==> src/rtl/ippe_pkg.sv <==
// shared types and constants of the indexed pixel palette expander
// no dependencies; imported by the slicer, the top level and the testbench
package ippe_pkg;

    localparam int PALETTE_ENTRIES = 256;
    localparam int MAX_WIDTH       = 4096;
    localparam int PAL_ADDR_W      = (PALETTE_ENTRIES > 1) ? $clog2(PALETTE_ENTRIES) : 1;
    localparam int COL_W           = (MAX_WIDTH > 1) ? $clog2(MAX_WIDTH) : 1;
    localparam int DIM_W           = 13;
    localparam int CMP_W           = (($clog2(MAX_WIDTH + 1) > DIM_W) ?
                                      $clog2(MAX_WIDTH + 1) : DIM_W) + 1;
    localparam int CFG_DATA_W      = 13;
    localparam int CFG_IDX_W       = 2;

    typedef enum logic [1:0] {
        REQ_PAL   = 2'd0,
        REQ_ALPHA = 2'd1,
        REQ_DATA  = 2'd2,
        REQ_NONE  = 2'd3
    } req_type_e;

    typedef enum logic [CFG_IDX_W-1:0] {
        CFG_BIT_DEPTH    = 2'd0,
        CFG_IMAGE_WIDTH  = 2'd1,
        CFG_IMAGE_HEIGHT = 2'd2,
        CFG_USE_ALPHA    = 2'd3
    } cfg_reg_e;

    typedef struct packed {
        logic [3:0]       bit_depth;
        logic [DIM_W-1:0] image_width;
        logic [DIM_W-1:0] image_height;
    } cfg_t;

    // table lookup issued by the slicer, one per pixel
    typedef struct packed {
        logic       en;
        logic [7:0] index;
        logic       in_range;
        logic       last_of_byte;
        logic       row_end;
        logic       frame_end;
    } rd_req_t;

    // table update issued by the slicer
    typedef struct packed {
        logic                  pal_we;
        logic                  alpha_we;
        logic [PAL_ADDR_W-1:0] addr;
        logic [23:0]           rgb;
        logic [7:0]            alpha;
    } wr_req_t;

endpackage

==> src/rtl/ippe_req_if.sv <==
// input channel of the expander: table writes and stream bytes
// depends on nothing
interface ippe_req_if;
    logic        valid;
    logic        ready;
    logic [1:0]  req_type;
    logic [7:0]  entry_index;
    logic [23:0] entry_rgb;
    logic [7:0]  entry_alpha;
    logic [7:0]  data_byte;

    modport source (output valid, req_type, entry_index, entry_rgb, entry_alpha, data_byte,
                    input ready);
    modport sink   (input valid, req_type, entry_index, entry_rgb, entry_alpha, data_byte,
                    output ready);
endinterface

==> src/rtl/ippe_slicer.sv <==
// holds the current input word, unpacks indices one per cycle unless stalled and tracks row position
// depends on ippe_pkg and ippe_req_if
module ippe_slicer (
    input  logic              clk,
    input  logic              rst_n,
    ippe_req_if.sink          req,
    input  ippe_pkg::cfg_t    cfg,
    input  logic              enable,
    output ippe_pkg::rd_req_t rd,
    output ippe_pkg::wr_req_t wr
);
    import ippe_pkg::*;

    logic             cur_valid_reg, cur_valid_next;
    logic [1:0]       cur_type_reg;
    logic [7:0]       cur_index_reg;
    logic [23:0]      cur_rgb_reg;
    logic [7:0]       cur_alpha_reg;
    logic [7:0]       cur_byte_reg, cur_byte_next;
    logic [2:0]       slot_reg, slot_next;
    logic [COL_W-1:0] col_reg, col_next;
    logic [DIM_W-1:0] row_reg, row_next;
    logic             await_reg, await_next;
    logic             drop_reg, drop_next;

    logic [7:0]       pix_idx;
    logic [7:0]       byte_shifted;
    logic [2:0]       slot_max;
    logic [CMP_W-1:0] w_eff, h_eff, col_plus, row_plus;
    logic             rend, fend;
    logic             is_data, slot_work, step, slot_last, item_done, accept, idx_ok;

    always_comb
    begin
        case (cfg.bit_depth)
            4'd1:
            begin
                pix_idx      = {7'd0, cur_byte_reg[7]};
                byte_shifted = {cur_byte_reg[6:0], 1'b0};
                slot_max     = 3'd7;
            end
            4'd2:
            begin
                pix_idx      = {6'd0, cur_byte_reg[7:6]};
                byte_shifted = {cur_byte_reg[5:0], 2'b0};
                slot_max     = 3'd3;
            end
            4'd4:
            begin
                pix_idx      = {4'd0, cur_byte_reg[7:4]};
                byte_shifted = {cur_byte_reg[3:0], 4'b0};
                slot_max     = 3'd1;
            end
            default:
            begin
                pix_idx      = cur_byte_reg;
                byte_shifted = 8'd0;
                slot_max     = 3'd0;
            end
        endcase
    end

    // effective width and height with the out of range values folded in
    always_comb
    begin
        if (cfg.image_width == '0)
        begin
            w_eff = CMP_W'(1);
        end
        else if (CMP_W'(cfg.image_width) > CMP_W'(MAX_WIDTH))
        begin
            w_eff = CMP_W'(MAX_WIDTH);
        end
        else
        begin
            w_eff = CMP_W'(cfg.image_width);
        end
        h_eff    = (cfg.image_height == '0) ? CMP_W'(1) : CMP_W'(cfg.image_height);
        col_plus = CMP_W'(col_reg) + CMP_W'(1);
        row_plus = CMP_W'(row_reg) + CMP_W'(1);
        rend     = col_plus >= w_eff;
        fend     = rend && (row_plus >= h_eff);
    end

    assign is_data   = cur_type_reg == REQ_DATA;
    assign slot_work = cur_valid_reg && is_data && !await_reg;
    assign step      = cur_valid_reg && (!slot_work || drop_reg || enable);
    assign slot_last = rend || (slot_reg == slot_max);
    assign item_done = step && (!slot_work || slot_last);
    assign accept    = req.valid && req.ready;
    assign req.ready = !cur_valid_reg || item_done;
    assign idx_ok    = {1'b0, cur_index_reg} < 9'(PALETTE_ENTRIES);

    always_comb
    begin
        rd.en           = slot_work && !drop_reg && enable;
        rd.index        = pix_idx;
        rd.in_range     = {1'b0, pix_idx} < 9'(PALETTE_ENTRIES);
        rd.last_of_byte = slot_last;
        rd.row_end      = rend;
        rd.frame_end    = fend;

        wr.pal_we   = step && (cur_type_reg == REQ_PAL) && idx_ok;
        wr.alpha_we = step && (cur_type_reg == REQ_ALPHA) && idx_ok;
        wr.addr     = cur_index_reg[PAL_ADDR_W-1:0];
        wr.rgb      = cur_rgb_reg;
        wr.alpha    = cur_alpha_reg;
    end

    always_comb
    begin
        cur_valid_next = cur_valid_reg;
        cur_byte_next  = cur_byte_reg;
        slot_next      = slot_reg;
        col_next       = col_reg;
        row_next       = row_reg;
        await_next     = await_reg;
        drop_next      = drop_reg;

        if (item_done)
        begin
            cur_valid_next = 1'b0;
        end

        if (step && is_data && await_reg)
        begin
            // filter byte opens a row
            await_next = 1'b0;
            drop_next  = cur_byte_reg != 8'd0;
            col_next   = '0;
        end
        else if (step && slot_work)
        begin
            slot_next     = slot_reg + 3'd1;
            cur_byte_next = byte_shifted;
            if (rend)
            begin
                col_next   = '0;
                await_next = 1'b1;
                row_next   = fend ? '0 : DIM_W'(row_plus);
            end
            else
            begin
                col_next = COL_W'(col_plus);
            end
        end

        if (accept)
        begin
            cur_valid_next = 1'b1;
            cur_byte_next  = req.data_byte;
            slot_next      = '0;
        end
    end

    always_ff @(posedge clk or negedge rst_n)
    begin
        if (!rst_n)
        begin
            cur_valid_reg <= 1'b0;
            slot_reg      <= '0;
            col_reg       <= '0;
            row_reg       <= '0;
            await_reg     <= 1'b1;
            drop_reg      <= 1'b0;
        end
        else
        begin
            cur_valid_reg <= cur_valid_next;
            slot_reg      <= slot_next;
            col_reg       <= col_next;
            row_reg       <= row_next;
            await_reg     <= await_next;
            drop_reg      <= drop_next;
        end
    end

    always_ff @(posedge clk)
    begin
        cur_byte_reg <= cur_byte_next;
        if (accept)
        begin
            cur_type_reg  <= req.req_type;
            cur_index_reg <= req.entry_index;
            cur_rgb_reg   <= req.entry_rgb;
            cur_alpha_reg <= req.entry_alpha;
        end
    end
endmodule

==> src/flat_wrapper.sv <==
// flat-port wrapper written by rule: the top's interface ports become plain ports
module ippe_slicer_flat import ippe_pkg::*;
  (clk, rst_n, cfg, enable, rd, wr, req_valid, req_req_type, req_entry_index, req_entry_rgb, req_entry_alpha, req_data_byte, req_ready);
  ippe_req_if req_i ();
  input  logic clk;
  input  logic rst_n;
  input  ippe_pkg::cfg_t cfg;
  input  logic enable;
  output ippe_pkg::rd_req_t rd;
  output ippe_pkg::wr_req_t wr;
  input wire logic [$bits(req_i.valid)-1:0] req_valid;
  input wire logic [$bits(req_i.req_type)-1:0] req_req_type;
  input wire logic [$bits(req_i.entry_index)-1:0] req_entry_index;
  input wire logic [$bits(req_i.entry_rgb)-1:0] req_entry_rgb;
  input wire logic [$bits(req_i.entry_alpha)-1:0] req_entry_alpha;
  input wire logic [$bits(req_i.data_byte)-1:0] req_data_byte;
  output wire logic [$bits(req_i.ready)-1:0] req_ready;
  assign req_i.valid = req_valid;
  assign req_i.req_type = req_req_type;
  assign req_i.entry_index = req_entry_index;
  assign req_i.entry_rgb = req_entry_rgb;
  assign req_i.entry_alpha = req_entry_alpha;
  assign req_i.data_byte = req_data_byte;
  assign req_ready = req_i.ready;
  ippe_slicer u_core (.clk(clk), .rst_n(rst_n), .req(req_i), .cfg(cfg), .enable(enable), .rd(rd), .wr(wr));
endmodule
==> config.mk <==
export PLATFORM = sky130hd
export DESIGN_NAME = ippe_slicer_flat
export DESIGN_NICKNAME = d
export VERILOG_FILES = /design/src/rtl/ippe_pkg.sv /design/src/rtl/ippe_req_if.sv /design/src/rtl/ippe_slicer.sv /design/src/flat_wrapper.sv
export SDC_FILE = /design/constraint.sdc
export NUM_CORES = 1
export LEC_CHECK = 0
export ABC_CLOCK_PERIOD_IN_PS = 4650
export BUFFER_PORTS_ARGS = -buffer_cell sky130_fd_sc_hd__buf_2
export CORE_UTILIZATION = 52
export CTS_CLUSTER_DIAMETER = 200
export DETAILED_ROUTE_END_ITERATION = 16
export HOLD_SLACK_MARGIN = 0.1
export PLACE_DENSITY = 0.9
export SYNTH_ARGS = -nofsm -noshare
export SYNTH_HDL_FRONTEND = slang
export SYNTH_SLANG_ARGS = --single-unit
==> constraint.sdc <==
create_clock -name clk -period 4.65 [get_ports clk]
set_clock_uncertainty 0.15 [all_clocks]
set_input_delay 0.93 -clock clk [delete_from_list [all_inputs] [get_ports clk]]
set_output_delay 0.93 -clock clk [all_outputs]
set_load 0.05 [all_outputs]
==> After elaboration in Yosys (flattened, before gate mapping) <==
Cells that the tools add are included.
{ "totals": {"ff_bits": 81, "inputBits": 84, "out_inout_bits": 56} }
{ "op_classes": {"n_addsub": 3, "order_cmp": 3, "n_eq_ne": 7, "muxes": 21, "bitwise": 1, "reduce_logical": 33} }
{ "op_table": {"columns": ["op", "n"], "rows": [
  ["$pmux W8 S3", 2],
  ["$mux W13", 3],
  ["$mux W12", 3],
  ["$ge A14 B14 Y1", 2],
  ["$logic_not A13 Y1", 2],
  ["$mux W8", 3],
  ["$add A13 B1 Y14 const B", 1],
  ["$mux W14", 1],
  ["$add A12 B1 Y13 const B", 1],
  ["$gt A13 B13 Y1 const B", 1],
  ["$logic_and A1 B1 Y1", 13],
  ["$mux W3", 3],
  ["$pmux W3 S3", 1],
  ["$reduce_bool A2 Y1", 4],
  ["$reduce_bool A8 Y1", 1],
  ["$logic_or A1 B1 Y1", 5],
  ["$mux W1", 5],
  ["$eq A4 B1 Y1 const B", 1],
  ["$eq A4 B2 Y1 const B", 1],
  ["$eq A4 B3 Y1 const B", 1],
  ["$logic_not A1 Y1", 4],
  ["$reduce_and A2 Y1", 2],
  ["$add A3 B1 Y3 const B", 1],
  ["$eq A3 B3 Y1", 1],
  ["6 further kinds", 6]
]} }

==> Longest topological paths before layout <==
Gate-level depths: netlist of run 1.
{ "logic_depth": {"depth_word": 12, "mapped_depth": 14, "depth_no_buf": 14} }

==> Worst setup path after synthesis of run 1 <==
OpenSTA, ideal clock, no wires.
{ "synth_timing": {"kind": "input port to output port", "from": "input cfg[25] (netlist bit)", "to": "output rd[0] (netlist bit)", "t_arrival_ps": 3056, "required_ps": 3570, "slack_ps": 514, "stages": 11, "n_path_buf": 2, "path_cell_list": "inv_1 -> clkbuf_1 -> nand2_1 -> ha_1 -> a21o_1 -> a221oi_1 -> o21a_1 -> a21boi_2 -> inv_1 -> and2_1 -> buf_4"} }
{ "synth_via": {"elab_chain_len": 5, "elab_cells_between_ends": 6} }
{ "synth_rtl": {"columns": ["element", "line_no", "source"], "rows": [
  ["start, declared", "flat_wrapper.sv:7", "input ippe_pkg::cfg_t cfg;"],
  ["$gt A13 B13 Y1", "ippe_slicer.sv:70", "else if (CMP_W'(cfg.image_width) > CMP_W'(MAX_WIDTH))"],
  ["$mux W13", "ippe_slicer.sv:70", null],
  ["$mux W14 (*)", "ippe_slicer.sv:66", "if (cfg.image_width == '0)"],
  ["$ge A14 B14 Y1 (*)", "ippe_slicer.sv:81", "rend = col_plus >= w_eff;"],
  ["net u_core.rend", "ippe_slicer.sv:30", "logic rend, fend;"],
  ["$logic_and A1 B1 Y1 (*)", "ippe_slicer.sv:82", "fend = rend && (row_plus >= h_eff);"],
  ["end, declared", "flat_wrapper.sv:9", "output ippe_pkg::rd_req_t rd;"]
]} }
Mark *: on every way through the listed nets, which the timed path passes. The rest lies on a longest branch.

==> results of run 1 <==
[final cells by class]
class                           count  area (µm²)
Clock buffer                        9         124
Tap cell                          105         131
Clock inverter                      7         105
Timing Repair Buffer              146         751
Sequential cell                    81        2280
Inverter                           24        90.1
Fill cell                         658        2750
Multi-Input combinational cell    289        2110
[report_power, final]
part	switching, mW	leakage [nW]	total, mW	internal (mW)
Sequential	0.0600	0.903	0.903	0.843
Combinational	0.358	1.61	0.534	0.176
Clock	0.280	0.113	0.592	0.312
Total	0.697	2.62	2.03	1.33
[stage by stage]
step / hold WS, ps / power (mW) / worst slack [ps]
floorplan: 309 / 1.28 / 514
finish: 355 / 2.03 / 157
CTS: 354 / 2.03 / 60.6
global route: 409 / 2.12 / 2.03
global placement: 330 / 1.41 / 511
detailed placement: 341 / 1.44 / 417
[critical path, cell delays in order (launching register included)]
cell	delay, ps
dfrtp_1	460
ha_1	260
nand3_1	180
nor2_2	270
and4_1	250
xor2_1	240
ha_1	290
nand3_1	100
nor2_1	60
a221oi_1	380
o2111ai_4	170
and2_1	200
buf_2	200
[what timing repair did]
action,CTS,global route
resized for setup,0,8
setup endpoints to repair,0,2
setup buffers,0,1
[worst max path at each step]
stage,start,cells after the start,endpoint
after floorplan,cfg[25],11,rd[0]
after detailed placement,cfg[25],12,req_ready
after global placement,cfg[25],12,req_ready
final,u_core.row_reg[0]$_DFFE_PN0P_,12,rd[0]
after global routing,u_core.row_reg[0]$_DFFE_PN0P_,12,rd[0]
after CTS,u_core.col_reg[2]$_DFFE_PN0P_,14,req_ready
[kinds of logic after synthesis]
kind of cell / after synthesis / synth area share (%)
DFF: 81 / 50.2
adders and majority gates: 29 / 7.99
AOI/OAI and AO/OA: 91 / 15.7
and+or+nand+nor: 145 / 17.7
buffers and inverters: 39 / 3.86
xor gates and xnor gates: 23 / 4.44
other: 1 / 0.0826
[per-layer routing]
layer,vias to the layer above,track usage (%),part of all wire [%]
met3,20,4.70,7.1
met2,194,46.0,51
met4,0,8.08,1.6
li1,1806,-,-
met1,1840,30.4,40
met5,-,0,0
[placed cells by master, fill, tap and decap left out, drive strengths merged, types with 5 or more instances in the layout]
| cell | Yosys | routed |
|---|---|---|
| buf | 7 | 146 |
| a22o | 11 | 11 |
| xnor2 | 12 | 12 |
| clkbuf | 8 | 9 |
| nand4 | 6 | 6 |
| ha | 29 | 29 |
| and3 | 6 | 6 |
| nor2b | 9 | 9 |
| nor2 | 14 | 14 |
| nor4 | 7 | 7 |
| o21ai | 15 | 15 |
| or2 | 5 | 5 |
| nand2b | 6 | 6 |
| a21oi | 13 | 13 |
| and2 | 8 | 8 |
| a31oi | 7 | 7 |
| a21o | 6 | 6 |
| xor2 | 11 | 11 |
| a2bb2oi | 7 | 7 |
| nand2 | 46 | 46 |
| inv | 24 | 28 |
| edfxtp | 50 | 50 |
| nand3 | 16 | 16 |
| a32o | 5 | 5 |
| dfrtp | 30 | 30 |
==> results.tsv, run 1 <==
stage	metric	value	unit
outcome	status	finished clean	
grt	grt_pass1_wl	17600	µm
power_and_ir_drop	p_leak	2.62	nW
yosys	yosysMostFrequentCell	edfxtp_1	
die	initial_core_util	54.5	%
die	die_x	95.5	µm
timing	finalSetupViolCount	0	
die	boundaryPins	140	
clocking	insertion_delay	350	ps
placed_design	placed_cells	644	
grt	grtUsageTotal	25.4	%
hold_path	hold_end	u_core.await_reg$_DFFE_PN1P_	
timing	tns	0	ps
power_and_ir_drop	power_density	363	mW/mm²
timing	clock.fmax	223	MHz
final_layout	layout-drive-gt1-share	34.7	%
routing	drc	0	
critical_path	ff2ff_path_depth	11	
timing	worst_pin_slew	952	ps
flow_run	cap_violations	0	
timing	relSlewSlack	36.6	%
final_layout	final_area	0.00559	mm²
final_layout	fin_nets	664	
final_layout	syn_to_final_growth	23.1	%
clocking	clkSinkCount	81	
power_and_ir_drop	ir_drop	178	µV
timing	period_share	96.6	%
grt	grt.overflow.total	0	
clocking	cts_root_buffer	clkbuf_8	
final_layout	instances_no_fill	661	
routing	dr.pass1.iters	4	
timing	rsz0062_at_grt	false	
clocking	path_clk_slew	80	ps
timing	hold_viol	0	
placed_design	post-dp-hpwl	8790	µm
critical_path	critPathLaunchType	register	
yosys	synth_top_flop_cell	edfxtp_1	
yosys	synth_area	0.00454	mm²
routing	postRouteAntennaNets	0	
yosys	synth_area_leader_cell	edfxtp_1	
die	dieArea	0.00911	mm²
die	die_h	95.5	µm
routing	wl_per_cell	17.3	µm
yosys	ys_ff_latch	81	
placed_design	post_dp_cell_area	0.00533	mm²
yosys	synth-edff-count	50	
routing	via_per_inst	5.84	
critical_path	r2r_end	u_core.cur_byte_reg[1]$_DFFE_PP_	
grt	grt_max_degree	32	
clocking	htreeDepth	3	
critical_path	crit_type	register to output pin	
grt	antenna_found_initial	0	
timing	slew_violations	0	
placed_design	gp_congestion	0.944	
critical_path	r2r-start	u_core.col_reg[0]$_DFFE_PN0P_	
timing	finalCriticalPeriod	4490	ps
yosys	syn_nets	522	
final_layout	largest_register_ffs	24	
yosys	synthDominantCellAreaShare	33.1	%
critical_path	cp-end-kind	output pin	
yosys	ys_seq_area_share	50.2	%
yosys	syn_inst	409	
critical_path	worstPathArrival	3410	ps
yosys	async_flop_share	38.3	%
critical_path	worst-endpoint-required	3570	ps
routing	via_count	3860	
yosys	avgSynthCellArea	11.1	µm²
hold_path	hold_start	u_core.await_reg$_DFFE_PN1P_	
routing	drt-total-wl	11400	µm
yosys	netlist_top_cells_count	edfxtp_1, nand2_1, dfrtp_1	
clocking	clk_path_buf_depth	2	
grt	grt_pass1_vias	3735	
yosys	synthTopCellsByArea	edfxtp_1, dfrtp_1, ha_1	
final_layout	antenna_cells	0	
clocking	cts_hold_buf	0	
routing	dr.first_iter.drc_count	259	
die	rows	33	
critical_path	r2r_slack	920	ps
critical_path	crit_fanout	6	
final_layout	final_util	67.0	%
hold_path	hold_depth	2	
yosys	ys_types	66	
die	core	0.00834	mm²
placed_design	numPortBuffers	138	
hold_path	hold_path_class	register to register	
clocking	cts_buffers	9	
clocking	tritoncts	built	
yosys	synth_warnings	0	
Note: power is estimated with default switching activity, not from simulation.
==> inputs of run 2 (changes only) <==
Settings changed: CORE_UTILIZATION 52 to 53, CTS_BUF_LIST set to sky130_fd_sc_hd__clkbuf_2, PLACE_DENSITY 0.9 to 0.91, REMOVE_ABC_BUFFERS set to 1.
==> results.tsv, run 2 (synthesis gave the netlist of run 1 again) <==
stage	metric	value	unit	change
outcome	status	finished clean		
clocking	insertion_delay	520	ps	+170 ps
timing	period_share	97.7	%	+1.1 points
grt	grtUsageTotal	26.4	%	+1.0 points
routing	via_per_inst	5.93		+1.6%
critical_path	worst-endpoint-required	3570	ps	about the same
clocking	clkSinkCount	81		unchanged
final_layout	final_common_cell	buf_2		
flow_run	cap_violations	0		unchanged
die	core	0.00826	mm²	-0.99%
routing	wl_per_cell	18.0	µm	+4.2%
grt	antenna_found_initial	0		unchanged
final_layout	layout-drive-gt1-share	36.3	%	+1.6 points
routing	drc	0		unchanged
clocking	cts_buffers	9		unchanged
clocking	tritoncts	built		
clocking	path_clk_slew	240	ps	+160 ps
routing	dr.first_iter.drc_count	282		+8.9%
die	die_h	94.6	µm	-0.93%
hold_path	hold_path_class	primary input to async pin		
routing	postRouteAntennaNets	0		unchanged
timing	slew_violations	0		unchanged
grt	grt.overflow.total	0		unchanged
routing	dr.pass1.iters	5		+1
clocking	clk_path_buf_depth	2		unchanged
clocking	htreeDepth	3		unchanged
critical_path	crit_fanout	8		+2
die	die_x	94.6	µm	-0.93%
routing	drt-total-wl	12100	µm	+6.0%
critical_path	crit_type	register to output pin		
timing	clock.fmax	220	MHz	-1.1%
final_layout	final_cell_mix	buf_2, edfxtp_1, nand2_1		
grt	grt_max_degree	32		unchanged
final_layout	largest_register_ffs	24		unchanged
grt	grt_pass1_vias	3911		+4.7%
timing	relSlewSlack	34.2	%	-2.4 points
power_and_ir_drop	power_density	334	mW/mm²	-7.9%
clocking	cts_root_buffer	clkbuf_2		
critical_path	cp-end-kind	output pin		
placed_design	gp_congestion	0.886		-6.1%
routing	via_count	3987		+3.3%
placed_design	numPortBuffers	138		unchanged
die	boundaryPins	140		unchanged
final_layout	fin_nets	675		+1.7%
power_and_ir_drop	ir_drop	167	µV	-5.8%
final_layout	syn_to_final_growth	23.8	%	
clocking	cts_hold_buf	0		unchanged
timing	hold_viol	0		unchanged
critical_path	critPathLaunchType	register		
timing	tns	0	ps	unchanged
final_layout	instances_no_fill	672		+1.7%
timing	worst_pin_slew	987	ps	+35.6 ps
power_and_ir_drop	p_leak	2.65	nW	+0.90%
timing	finalCriticalPeriod	4540	ps	+51.6 ps
grt	grt_pass1_wl	18100	µm	+2.7%
timing	finalSetupViolCount	0		unchanged
die	rows	33		unchanged
die	initial_core_util	55.0	%	+0.54 points
die	dieArea	0.00894	mm²	-1.8%
placed_design	post-dp-hpwl	8580	µm	-2.3%
critical_path	worstPathArrival	3460	ps	+50 ps
final_layout	antenna_cells	0		unchanged
placed_design	placed_cells	643		-0.16%
run 2: power by group:
| part | leakage (nW) | internal [mW] | total (mW) | switching, mW |
|---|---|---|---|---|
| registers | 0.905 | 0.842 | 0.893 | 0.0506 |
| logic | 1.67 | 0.209 | 0.592 | 0.383 |
| clock network | 0.0756 | 0.131 | 0.394 | 0.263 |
run 2: final cells by class:
type / instances / area, µm²
timing repair buffer: 157 / 840
multi-input combinational: 289 / 2160
clock inverter: 7 / 80.1
tap: 105 / 131
fill: 608 / 2630
inverter: 24 / 90.1
clock buffer: 9 / 45.0
sequential: 81 / 2280
run 2: path summary, 6_finish.rpt:
path	startpoint	to	slack, ps	cells after the start
setup reg to reg	u_core.col_reg[4]$_DFFE_PN0P_	u_core.cur_rgb_reg[14]$_DFFE_PP_	950	11
min in group clk	u_core.await_reg$_DFFE_PN1P_	u_core.await_reg$_DFFE_PN1P_	400	2
hold / removal	rst_n	u_core.col_reg[7]$_DFFE_PN0P_	270	1
hold reg to reg	u_core.await_reg$_DFFE_PN1P_	u_core.await_reg$_DFFE_PN1P_	400	2
max in group asynchronous	rst_n	u_core.slot_reg[2]$_DFFE_PN0P_	3620	1
setup / recovery	u_core.col_reg[4]$_DFFE_PN0P_	req_ready	110	13
run 2: metal layers:
metal | up-vias | GRT usage, % | part of all wire, %
li1 | 1832 | - | -
met1 | 1905 | 29.3 | 37
met2 | 212 | 48.6 | 52
met3 | 38 | 6.20 | 8.8
met4 | 0 | 10.5 | 2.9
met5 | - | 0 | 0
run 2: worst max-delay path, cell delays in order (launching register included):
cell and delay, ps:
dfrtp_1 440, and3_1 220, and3_4 240, nand3_1 140, xnor2_1 180, ha_1 330, a21o_1 200, a221oi_2 290
o21a_1 240, o211a_4 190, inv_2 70, a21oi_4 140, inv_2 110, buf_6 170
run 2: stage by stage:
| step | cell area [µm²] | setup WS, ps | utilization [%] | hold slack (ps) | power, mW |
|---|---|---|---|---|---|
| 4_1_cts | 5520 | 2.45 | 66.8 | 276 | 1.84 |
| 5_1_grt | 5620 | -30.0 | 68.1 | 277 | 1.96 |
| 3_5_place_dp | 5320 | 323 | 64.5 | 342 | 1.43 |
| 3_3_place_gp | 5320 | 460 | 64.5 | 331 | 1.41 |
| 2_1_floorplan | 4460 | 387 | - | 309 | 1.27 |
| 6_report | 5620 | 106 | 68.1 | 273 | 1.88 |
run 2: repair_timing:
item,in CTS,in global routing
gates resized for setup,7,11
pin swaps,0,5
buffers inserted,6,7
setup endpoints to repair,2,2
